[config.mk]
export PLATFORM = sky130hd
export DESIGN_NAME = accel_vector_magnitude
export DESIGN_NICKNAME = d
export VERILOG_FILES = /design/src/rtl/core/avm_pkg.sv /design/src/rtl/core/avm_lane.sv /design/src/rtl/core/avm_isqrt.sv /design/src/rtl/core/accel_vector_magnitude.sv
export VERILOG_INCLUDE_DIRS = /design/src /design/src/rtl/core
export SDC_FILE = /design/constraint.sdc
export NUM_CORES = 2
export LEC_CHECK = 0
export ABC_CLOCK_PERIOD_IN_PS = 12900
export BUFFER_PORTS_ARGS = -buffer_cell sky130_fd_sc_hd__buf_4
export CAP_MARGIN = 15
export CORE_MARGIN = 5
export CORE_UTILIZATION = 58
export CTS_CLUSTER_DIAMETER = 150
export CTS_CLUSTER_SIZE = 8
export DETAILED_ROUTE_END_ITERATION = 10
export GPL_TIMING_DRIVEN = 0
export PLACE_DENSITY = 0.77
export SYNTH_ARGS = -nofsm -noshare
export SYNTH_HDL_FRONTEND = slang
export SYNTH_HIERARCHICAL = 1
export SYNTH_SLANG_ARGS = --single-unit
export TNS_END_PERCENT = 30
[constraint.sdc]
create_clock -name clk -period 12.9 [get_ports clk]
set_clock_uncertainty 0.2 [all_clocks]
set_input_delay 1.935 -clock clk [delete_from_list [all_inputs] [get_ports clk]]
set_output_delay 1.935 -clock clk [all_outputs]
set_load 0.005 [all_outputs]
[src/rtl/core/accel_vector_magnitude_assert.svh]
// Assertion macros for the accelerometer magnitude block.
// Included by the top level; no other dependencies.
`ifndef ACCEL_VECTOR_MAGNITUDE_ASSERT_SVH
`define ACCEL_VECTOR_MAGNITUDE_ASSERT_SVH

// Same-cycle implication, checked outside reset
`define AVM_ASSERT_NOW(label, clk, rst, pre, post) \
  label: assert property (@(posedge clk) disable iff (rst) (pre) |-> (post)) \
    else $error("avm: same-cycle check failed");

// Next-cycle implication, checked outside reset
`define AVM_ASSERT_NEXT(label, clk, rst, pre, post) \
  label: assert property (@(posedge clk) disable iff (rst) (pre) |=> (post)) \
    else $error("avm: next-cycle check failed");

`endif

[src/rtl/core/avm_pkg.sv]
// Shared constants and types for the accelerometer magnitude block.
// No dependencies; used by avm_lane and the top level under rtl/core.
`timescale 1ns / 1ps

package avm_pkg;

  // Sample and field widths
  localparam int SAMPLE_BITS_DEF = 14;
  localparam int BYTE_W          = 8;
  localparam int GRAV_W          = 12;
  localparam int SCALE_W         = 10;
  localparam int OUT_W           = 15;
  localparam int Q_SHIFT         = 8;

  // Register reset values
  localparam logic [GRAV_W-1:0]  GRAV_RESET  = 12'd2046;
  localparam logic [SCALE_W-1:0] SCALE_RESET = 10'd314;

  // Saturation limits of the Q8 outputs
  localparam int AXIS_MIN = -16384;
  localparam int AXIS_MAX = 16383;
  localparam int MAG_MAX  = 32767;

  // Configuration register indexes
  localparam int CFG_IDX_W = 2;
  localparam logic [CFG_IDX_W-1:0] REG_GRAVITY_OFFSET = 2'd0;
  localparam logic [CFG_IDX_W-1:0] REG_MS2_SCALE      = 2'd1;

  // Per-stage load enables of one axis lane
  typedef struct packed {
    logic en_a;  // load assembled count
    logic en_b;  // load scale product and square
    logic en_c;  // load saturated axis value
  } lane_ctl_t;

endpackage

[src/rtl/core/avm_lane.sv]
// One axis lane: byte assembly, offset, Q8 scaling with saturation, squaring.
// Depends on avm_pkg.
`timescale 1ns / 1ps

module avm_lane #(
  parameter int SAMPLE_BITS = avm_pkg::SAMPLE_BITS_DEF,
  parameter int CW          = SAMPLE_BITS + 1
) (
  input  logic                          clk,
  input  avm_pkg::lane_ctl_t            ctl,
  input  logic [avm_pkg::BYTE_W-1:0]    high,
  input  logic [avm_pkg::BYTE_W-1:0]    low,
  input  logic [avm_pkg::GRAV_W-1:0]    offset,
  input  logic [avm_pkg::SCALE_W-1:0]   scale,
  output logic [2*CW-2:0]               square,
  output logic signed [avm_pkg::OUT_W-1:0] accel
);

  localparam int QW = 2 * CW - 1;
  localparam int PW = CW + avm_pkg::SCALE_W + 1;

  logic [2*avm_pkg::BYTE_W-1:0] word;
  logic [SAMPLE_BITS-1:0]       raw;
  logic signed [CW-1:0]         cnt_next;
  logic signed [CW-1:0]         cnt;
  logic signed [PW-1:0]         cnt_ext;
  logic signed [PW-1:0]         scl_ext;
  logic signed [PW-1:0]         prod_next;
  logic signed [PW-1:0]         prod;
  logic signed [2*CW-1:0]       sq_full;
  logic [QW-1:0]                sq;
  logic signed [PW-1:0]         shifted;
  logic signed [avm_pkg::OUT_W-1:0] accel_next;

  // Assemble the count from the top bits of the byte pair and remove the offset
  always_comb begin
    word     = {high, low};
    raw      = word[2*avm_pkg::BYTE_W-1 -: SAMPLE_BITS];
    cnt_next = $signed({{(CW-SAMPLE_BITS){raw[SAMPLE_BITS-1]}}, raw})
             - $signed({{(CW-avm_pkg::GRAV_W){1'b0}}, offset});
  end

  always_ff @(posedge clk) begin
    if (ctl.en_a) begin
      cnt <= cnt_next;
    end
  end

  // Scale product and square, each in its own multiplier
  always_comb begin
    cnt_ext   = {{(PW-CW){cnt[CW-1]}}, cnt};
    scl_ext   = $signed({{(PW-avm_pkg::SCALE_W){1'b0}}, scale});
    prod_next = cnt_ext * scl_ext;
    sq_full   = $signed({cnt[CW-1], cnt}) * $signed({cnt[CW-1], cnt});
  end

  always_ff @(posedge clk) begin
    if (ctl.en_b) begin
      prod <= prod_next;
      sq   <= sq_full[QW-1:0];
    end
  end

  // Floor shift to Q8 and clamp to the signed output range
  always_comb begin
    shifted = prod >>> avm_pkg::Q_SHIFT;
    priority if (shifted < avm_pkg::AXIS_MIN) begin
      accel_next = avm_pkg::OUT_W'(avm_pkg::AXIS_MIN);
    end else if (shifted > avm_pkg::AXIS_MAX) begin
      accel_next = avm_pkg::OUT_W'(avm_pkg::AXIS_MAX);
    end else begin
      accel_next = shifted[avm_pkg::OUT_W-1:0];
    end
  end

  always_ff @(posedge clk) begin
    if (ctl.en_c) begin
      accel <= accel_next;
    end
  end

  assign square = sq;

endmodule

[src/rtl/core/avm_isqrt.sv]
// Pipelined floor square root, one result bit per stage, with a passed-along tag.
// No dependencies on avm_pkg; standalone logic.
`timescale 1ns / 1ps

module avm_isqrt #(
  parameter int RW    = 16,
  parameter int TAG_W = 45
) (
  input  logic              clk,
  input  logic              rst,
  input  logic              in_valid,
  output logic              in_ready,
  input  logic [2*RW-1:0]   in_rad,
  input  logic [TAG_W-1:0]  in_tag,
  output logic              out_valid,
  input  logic              out_ready,
  output logic [RW-1:0]     out_root,
  output logic [TAG_W-1:0]  out_tag
);

  logic [2*RW-1:0]  rad_q  [RW];
  logic [RW:0]      rem_q  [RW];
  logic [RW-1:0]    root_q [RW];
  logic [TAG_W-1:0] tag_q  [RW];
  logic [RW-1:0]    vld;
  logic [RW:0]      en;

  // Stage i loads when empty or when the stage after it moves on
  assign en[RW] = out_ready;
  genvar i;
  generate
    for (i = 0; i < RW; i++) begin : g_stage
      logic [2*RW-1:0]  rad_p;
      logic [RW:0]      rem_p;
      logic [RW-1:0]    root_p;
      logic [TAG_W-1:0] tag_p;
      logic             vld_p;
      logic [RW+2:0]    rem_sh;
      logic [RW+2:0]    trial;
      logic             ge;
      logic [RW+2:0]    rem_n;

      assign en[i] = !vld[i] || en[i+1];

      if (i == 0) begin : g_first
        assign rad_p  = in_rad;
        assign rem_p  = '0;
        assign root_p = '0;
        assign tag_p  = in_tag;
        assign vld_p  = in_valid;
      end else begin : g_next
        assign rad_p  = rad_q[i-1];
        assign rem_p  = rem_q[i-1];
        assign root_p = root_q[i-1];
        assign tag_p  = tag_q[i-1];
        assign vld_p  = vld[i-1];
      end

      // Bring down two radicand bits and try the next root bit
      always_comb begin
        rem_sh = {rem_p, rad_p[2*RW-1 -: 2]};
        trial  = {1'b0, root_p, 2'b01};
        ge     = (rem_sh >= trial);
        rem_n  = ge ? (rem_sh - trial) : rem_sh;
      end

      always_ff @(posedge clk) begin
        if (rst) begin
          vld[i] <= 1'b0;
        end else if (en[i]) begin
          vld[i] <= vld_p;
        end
      end

      always_ff @(posedge clk) begin
        if (en[i]) begin
          rad_q[i]  <= {rad_p[2*RW-3:0], 2'b00};
          rem_q[i]  <= rem_n[RW:0];
          root_q[i] <= {root_p[RW-2:0], ge};
          tag_q[i]  <= tag_p;
        end
      end
    end
  endgenerate

  assign in_ready  = en[0];
  assign out_valid = vld[RW-1];
  assign out_root  = root_q[RW-1];
  assign out_tag   = tag_q[RW-1];

endmodule

[src/rtl/core/accel_vector_magnitude.sv]
// Top level of the accelerometer magnitude block: config registers, three axis
// lanes, sum of squares, square root pipeline and magnitude scaling.
// Depends on avm_pkg, avm_lane, avm_isqrt and accel_vector_magnitude_assert.svh.
`timescale 1ns / 1ps

// Converts one raw six-byte accelerometer sample per transfer into X, Y and Z
// acceleration and the vector magnitude, all in m/s^2 Q8. Three axis lanes
// work side by side (assemble, subtract gravity on Z, scale, square); their
// squares are summed and fed to a square root pipeline that settles one root
// bit per stage. A new sample is taken every cycle unless the output stalls;
// a transfer passes the three lane stages, the square root pipeline, the
// root scaling register and the output register. Any free stage absorbs a
// sample while a finished result waits on the output. Configuration writes
// take effect at once and should be made while no sample is in flight.
module accel_vector_magnitude #(
  parameter int SAMPLE_BITS = avm_pkg::SAMPLE_BITS_DEF
) (
  input  logic                              clk,
  input  logic                              rst,
  // Sample input
  input  logic                              s_tvalid,
  output logic                              s_tready,
  // [7:0] x_high, [15:8] x_low, [23:16] y_high, [31:24] y_low,
  // [39:32] z_high, [47:40] z_low
  input  logic [47:0]                       s_tdata,
  // Result output
  output logic                              m_tvalid,
  input  logic                              m_tready,
  // [14:0] x_accel, [29:15] y_accel, [44:30] z_accel, [59:45] magnitude,
  // [63:60] zero
  output logic [63:0]                       m_tdata,
  // Configuration write port
  input  logic                              cfg_we,
  input  logic [avm_pkg::CFG_IDX_W-1:0]     cfg_index,
  input  logic [avm_pkg::GRAV_W-1:0]        cfg_data
);

  localparam int CW    = ((SAMPLE_BITS > 13) ? SAMPLE_BITS : 13) + 1;
  localparam int QW    = 2 * CW - 1;
  localparam int SW    = QW + 2;
  localparam int RW    = (SW + 1) / 2;
  localparam int OW    = avm_pkg::OUT_W;
  localparam int TAG_W = 3 * OW;
  localparam int MW    = RW + avm_pkg::SCALE_W;

  logic [avm_pkg::GRAV_W-1:0]  gravity_offset;
  logic [avm_pkg::SCALE_W-1:0] ms2_scale;

  logic v_a, v_b, v_c, v_m;
  logic en_a, en_b, en_c, en_m, en_o;
  avm_pkg::lane_ctl_t lane_ctl;

  logic [QW-1:0]        sq_x, sq_y, sq_z;
  logic signed [OW-1:0] ax_x, ax_y, ax_z;
  logic [SW-1:0]        sum;
  logic [TAG_W-1:0]     tag_c;

  logic                 sq_in_ready;
  logic                 sq_out_valid;
  logic [RW-1:0]        root;
  logic [TAG_W-1:0]     root_tag;

  logic [MW-1:0]        mprod;
  logic [TAG_W-1:0]     tag_m;
  logic [MW-1:0]        mshift;
  logic [OW-1:0]        mag_next;
  logic [OW-1:0]        mag;
  logic [TAG_W-1:0]     tag_o;

  // Configuration registers
  always_ff @(posedge clk) begin
    if (rst) begin
      gravity_offset <= avm_pkg::GRAV_RESET;
      ms2_scale      <= avm_pkg::SCALE_RESET;
    end else if (cfg_we) begin
      unique case (cfg_index)
        avm_pkg::REG_GRAVITY_OFFSET: gravity_offset <= cfg_data;
        avm_pkg::REG_MS2_SCALE:      ms2_scale      <= cfg_data[avm_pkg::SCALE_W-1:0];
        default: ;
      endcase
    end
  end

  // Stage enables: a stage loads when empty or when its successor moves on
  always_comb begin
    en_o = !m_tvalid || m_tready;
    en_m = !v_m || en_o;
    en_c = !v_c || sq_in_ready;
    en_b = !v_b || en_c;
    en_a = !v_a || en_b;
    lane_ctl.en_a = en_a;
    lane_ctl.en_b = en_b;
    lane_ctl.en_c = en_c;
  end

  assign s_tready = en_a;

  // Valid flags of the lane and output stages
  always_ff @(posedge clk) begin
    if (rst) begin
      v_a      <= 1'b0;
      v_b      <= 1'b0;
      v_c      <= 1'b0;
      v_m      <= 1'b0;
      m_tvalid <= 1'b0;
    end else begin
      if (en_a) v_a <= s_tvalid;
      if (en_b) v_b <= v_a;
      if (en_c) v_c <= v_b;
      if (en_m) v_m <= sq_out_valid;
      if (en_o) m_tvalid <= v_m;
    end
  end

  // Axis lanes; only Z removes the gravity offset
  avm_lane #(.SAMPLE_BITS(SAMPLE_BITS), .CW(CW)) u_lane_x (
    .clk    (clk),
    .ctl    (lane_ctl),
    .high   (s_tdata[7:0]),
    .low    (s_tdata[15:8]),
    .offset ({avm_pkg::GRAV_W{1'b0}}),
    .scale  (ms2_scale),
    .square (sq_x),
    .accel  (ax_x)
  );

  avm_lane #(.SAMPLE_BITS(SAMPLE_BITS), .CW(CW)) u_lane_y (
    .clk    (clk),
    .ctl    (lane_ctl),
    .high   (s_tdata[23:16]),
    .low    (s_tdata[31:24]),
    .offset ({avm_pkg::GRAV_W{1'b0}}),
    .scale  (ms2_scale),
    .square (sq_y),
    .accel  (ax_y)
  );

  avm_lane #(.SAMPLE_BITS(SAMPLE_BITS), .CW(CW)) u_lane_z (
    .clk    (clk),
    .ctl    (lane_ctl),
    .high   (s_tdata[39:32]),
    .low    (s_tdata[47:40]),
    .offset (gravity_offset),
    .scale  (ms2_scale),
    .square (sq_z),
    .accel  (ax_z)
  );

  // Merge: sum the three squares alongside the lanes' last stage
  always_ff @(posedge clk) begin
    if (en_c) begin
      sum <= {2'b00, sq_x} + {2'b00, sq_y} + {2'b00, sq_z};
    end
  end

  assign tag_c = {ax_z, ax_y, ax_x};

  avm_isqrt #(.RW(RW), .TAG_W(TAG_W)) u_isqrt (
    .clk       (clk),
    .rst       (rst),
    .in_valid  (v_c),
    .in_ready  (sq_in_ready),
    .in_rad    ((2*RW)'(sum)),
    .in_tag    (tag_c),
    .out_valid (sq_out_valid),
    .out_ready (en_m),
    .out_root  (root),
    .out_tag   (root_tag)
  );

  // Scale the root to Q8
  always_ff @(posedge clk) begin
    if (en_m) begin
      mprod <= {{avm_pkg::SCALE_W{1'b0}}, root} * {{RW{1'b0}}, ms2_scale};
      tag_m <= root_tag;
    end
  end

  // Clamp the magnitude and hold the result for the output transfer
  always_comb begin
    mshift = mprod >> avm_pkg::Q_SHIFT;
    if (mshift > avm_pkg::MAG_MAX) begin
      mag_next = OW'(avm_pkg::MAG_MAX);
    end else begin
      mag_next = mshift[OW-1:0];
    end
  end

  always_ff @(posedge clk) begin
    if (en_o) begin
      mag   <= mag_next;
      tag_o <= tag_m;
    end
  end

  assign m_tdata = {4'b0000, mag, tag_o};

  `include "accel_vector_magnitude_assert.svh"

  // An accepted sample occupies the first lane stage
  `AVM_ASSERT_NEXT(a_accept_fills, clk, rst, s_tvalid && s_tready, v_a)
  // An empty output register implies the whole pipeline can take a sample
  `AVM_ASSERT_NOW(a_empty_out_ready, clk, rst, !m_tvalid, s_tready)
  // A taken result with nothing behind it leaves the output empty
  `AVM_ASSERT_NEXT(a_drain_empty, clk, rst, m_tvalid && m_tready && !v_m, !m_tvalid)

endmodule
==> impl_results.md <==
* Initial antenna violation count at 4
* Most frequent cells in the layout: 1715 x edfxtp_1, 1690 x inv_1, 1127 x fa_1
* Die height at 447 µm
* Wire per inst at 19.6 µm
* Final worst path period need at ~10 ns
* Highest Clock Rate at 96.2 MHz
* Initial Utilization at 58.3%
* CP Class: primary input to output port
* Final ANT Viol Nets at 0
* Critical path, cell by cell: buf_4, nor2b_1, nand2_4, nor2b_1, inv_4, nor3_1, and2_1, clkinvlp_4, nor3_1, and2_1, clkbuf_1, nand4_1, nor2b_1, and2_1, nand2_2, buf_12, buf_4
* Setup_tns at 0 ns
* Final setup vio count at 0
* Fin area at ~0.12 mm²
* IO Pins at 133
* Top cells by area, synth: edfxtp_1 46%, fa_1 20%, ha_1 7.8%, inv_1 5.8%, and2_1 2.5%
* Clock Sinks at ~1800
* Crit-path leading delay family: simple AND/OR/NAND/NOR gates
* Syn Inst Count at 8872
* Routed WL at 232 mm
* RSZ-0062 raised after global routing: false
* Vias at about 66000
* Synth area leader: edfxtp_1
* GPL Wtd Cong at ~0.94
* Num CTS Buffers at 238
* CORE AREA at 0.190 mm²
* HPWL after DPL at approximately 170 mm
* GRT Util Overall at 24.0%
* Placed inst area at approximately 0.12 mm²
* Clk_lat worst skew at 0.89 ns
* Register bit total from synthesis at 1758
* Async set-or-reset flop fraction in the synthesized netlist at 0%
* Sequential cell area fraction in the yosys report at 47.2%
* End of the worst hold path: u_isqrt/rad_q[0][60]
* Die width at 447 µm
* Layout area overhead at 10.4%
* Port-buffer cells at 121
* CTS tree: built
* Maxcap violations at 0
* Vias per cell at 5.53
* Synth cell types at 113
* Final net count at 11200
* Hold Path Origin: u_isqrt/rad_q[0][30]
* Final Hold Fails at 0
* 1st-iter DRT viols at 4827
* Vias in the first global route at 70800
* Commonest non-fill, non-tap cell in the layout: edfxtp_1
* Worst min path class: register to register
* WHS at 0.107 ns
* # DRC at 0
* H-tree level count at 4
* Fin. max-slew vios at 0
* Reg area at ~0.052 mm²
* CP max FO at 63
* Root Buffer Master: clkbuf_16
* Reg-to-reg endpoint: u_lane_z/square[27]
* Drt first pass iters at 6
* Crit path largest cell delay at 0.63 ns
* Slowest cell on crit path: nor3_1
* GR Overflow Total at 0
* Slew margin rel. at 21.8%
* R2R Setup Slk at 4.69 ns
* Worst flop-to-flop path startpoint: u_lane_z/cnt[3]
* CP Capture Type: output port
* Least-Margin Pin Slew at 1.17 ns
* Multi-input logic area at about 0.05 mm²
* Post-CTS setup buffer count at 0
* Post-cts resize count at 0
* Setup crit start kind: primary input
* CP bufs+invs at 6
* CTS Buffer Depth at 3
* Final core utilization at roughly 64%
* Arrival @ worst endpoint at around 8.3 ns
* Tcrit/Tclk final at between 80 and 90%
* Clock transition at the registers of the reported paths at 0.05 ns
* Full die area at 0.200 mm²
* Post-synth top area share at 46.5%
* Worst R2R Path Depth at 21
* Largest net degree at the start of global routing at 76
* Fill count at 13700
* Hold Crit Depth at 0
* EDFF count, synth at about 1700
* First-pass GRT wire length at ~380 mm
* Main synth FF type: edfxtp_1
* Netlist Area Pre-Place at 0.111 mm²
* Run status: finished clean
* YS warnings at 6
* Share of layout cells above drive strength 1 at 6.09%
* Cts hold-fix bufs at 0
* Worst EP required at 10.76 ns
* Row Count at 160
* Syn avg cell area at 12.5 µm²
-- cells by family after synthesis --
family                     count (synthesis)  synth area share, %
buffers and inverters                   1924                 6.57
xor gates and xnor gates                 421                 3.33
DFF                                     1758                 47.2
muxes                                     31                0.306
and+or+nand+nor                         1979                 8.86
AOI/OAI and AO/OA                        937                 5.55
adders and majority gates               1817                 28.1
other                                      5               0.0169
-- per-stage QoR --
step,instances,setup WS (ns)
CTS,11800,2.48
detailed placement,11600,2.85
global placement,11500,-5.05
floorplan,8904,0.0320
global route,11800,2.04
finish,11900,2.50
-- worst register-to-register path: cells and delay by family (launching register included) --
family / cells / cell delay [ns]
buffers and inverters: 6 / 1.00
AND/OR/NAND/NOR: 1 / 0.31
AO/OA/AOI/OAI: 7 / 1.93
adder cells (fa/ha/maj): 7 / 3.68
flip-flops: 1 / 0.74
-- synth_stat cells, types with 14 or more instances --
library cell  count
dfxtp_1          43
nand3b_1         14
nor2b_1          69
a211oi_1         28
nand2b_1         61
edfxtp_1       1715
and2_1          447
nor4_1           17
fa_1           1127
o211ai_1         19
a31oi_1          33
and3_1           24
o21ai_0         185
xnor2_1         283
nand3_1          65
a211o_1          20
o21a_1           48
o21bai_1         28
or4_1            17
xor2_1          138
inv_1          1701
nand4_1          44
nor3_1           89
clkbuf_1        189
a21o_1          145
mux2_2           23
nor2_1          344
or3_1            35
a21oi_1         269
ha_1            690
or2_2            16
nand2_1         678
-- how the worst max path moves through the flow --
stage	to	cells past startpoint	startpoint
final	s_tready	17	m_tready
after global routing	s_tready	17	m_tready
after CTS	s_tready	17	m_tready
after detailed placement	s_tready	17	m_tready
after global placement	u_lane_y/prod[23]	15	m_tready
after floorplan	u_lane_x/prod[10]	14	m_tready
-- flip-flops by register name, summed over array words and instances, names as in the netlist, 12 cells and up --
register               flops
u_isqrt/tag_q            720
u_isqrt/rad_q            240
u_isqrt/rem_q            237
u_isqrt/root_q           136
tag_m                     45
tag_o                     45
sum                       31
u_lane_x/square           28
u_lane_y/square           28
u_lane_z/square           28
mprod                     18
u_lane_x/prod             18
u_lane_y/prod             18
u_lane_z/prod             18
mag                       15
u_isqrt/g_stage.vld_p     15
u_lane_x/accel            15
u_lane_x/cnt              15
u_lane_y/accel            15
u_lane_y/cnt              15
u_lane_z/accel            15
u_lane_z/cnt              15
gravity_offset            12
-- area by class of cell --
cell class	count	area share (%)
Inverter	1703	5.25
Tap cell	2511	2.57
Clock inverter	18	0.381
Buffer	221	0.726
Clock buffer	265	4.95
Multi-Input combinational cell	5222	42.0
Antenna cell	3	0.00614
Sequential cell	1758	42.8
Timing Repair Buffer	150	1.30
-- routing by layer --
| layer | up-vias | share of wire, % | GRT usage (%) |
|---|---|---|---|
| met1 | 32900 | 39 | 30.3 |
| met4 | 0 | 3.9 | 9.08 |
| li1 | 29900 | - | - |
| met5 | - | 0 | 0 |
| met2 | 2191 | 51 | 42.0 |
| met3 | 531 | 5.9 | 3.83 |
Power is not shown: default switching activity piles up to over one toggle a cycle in this logic, so the estimate is an artifact.
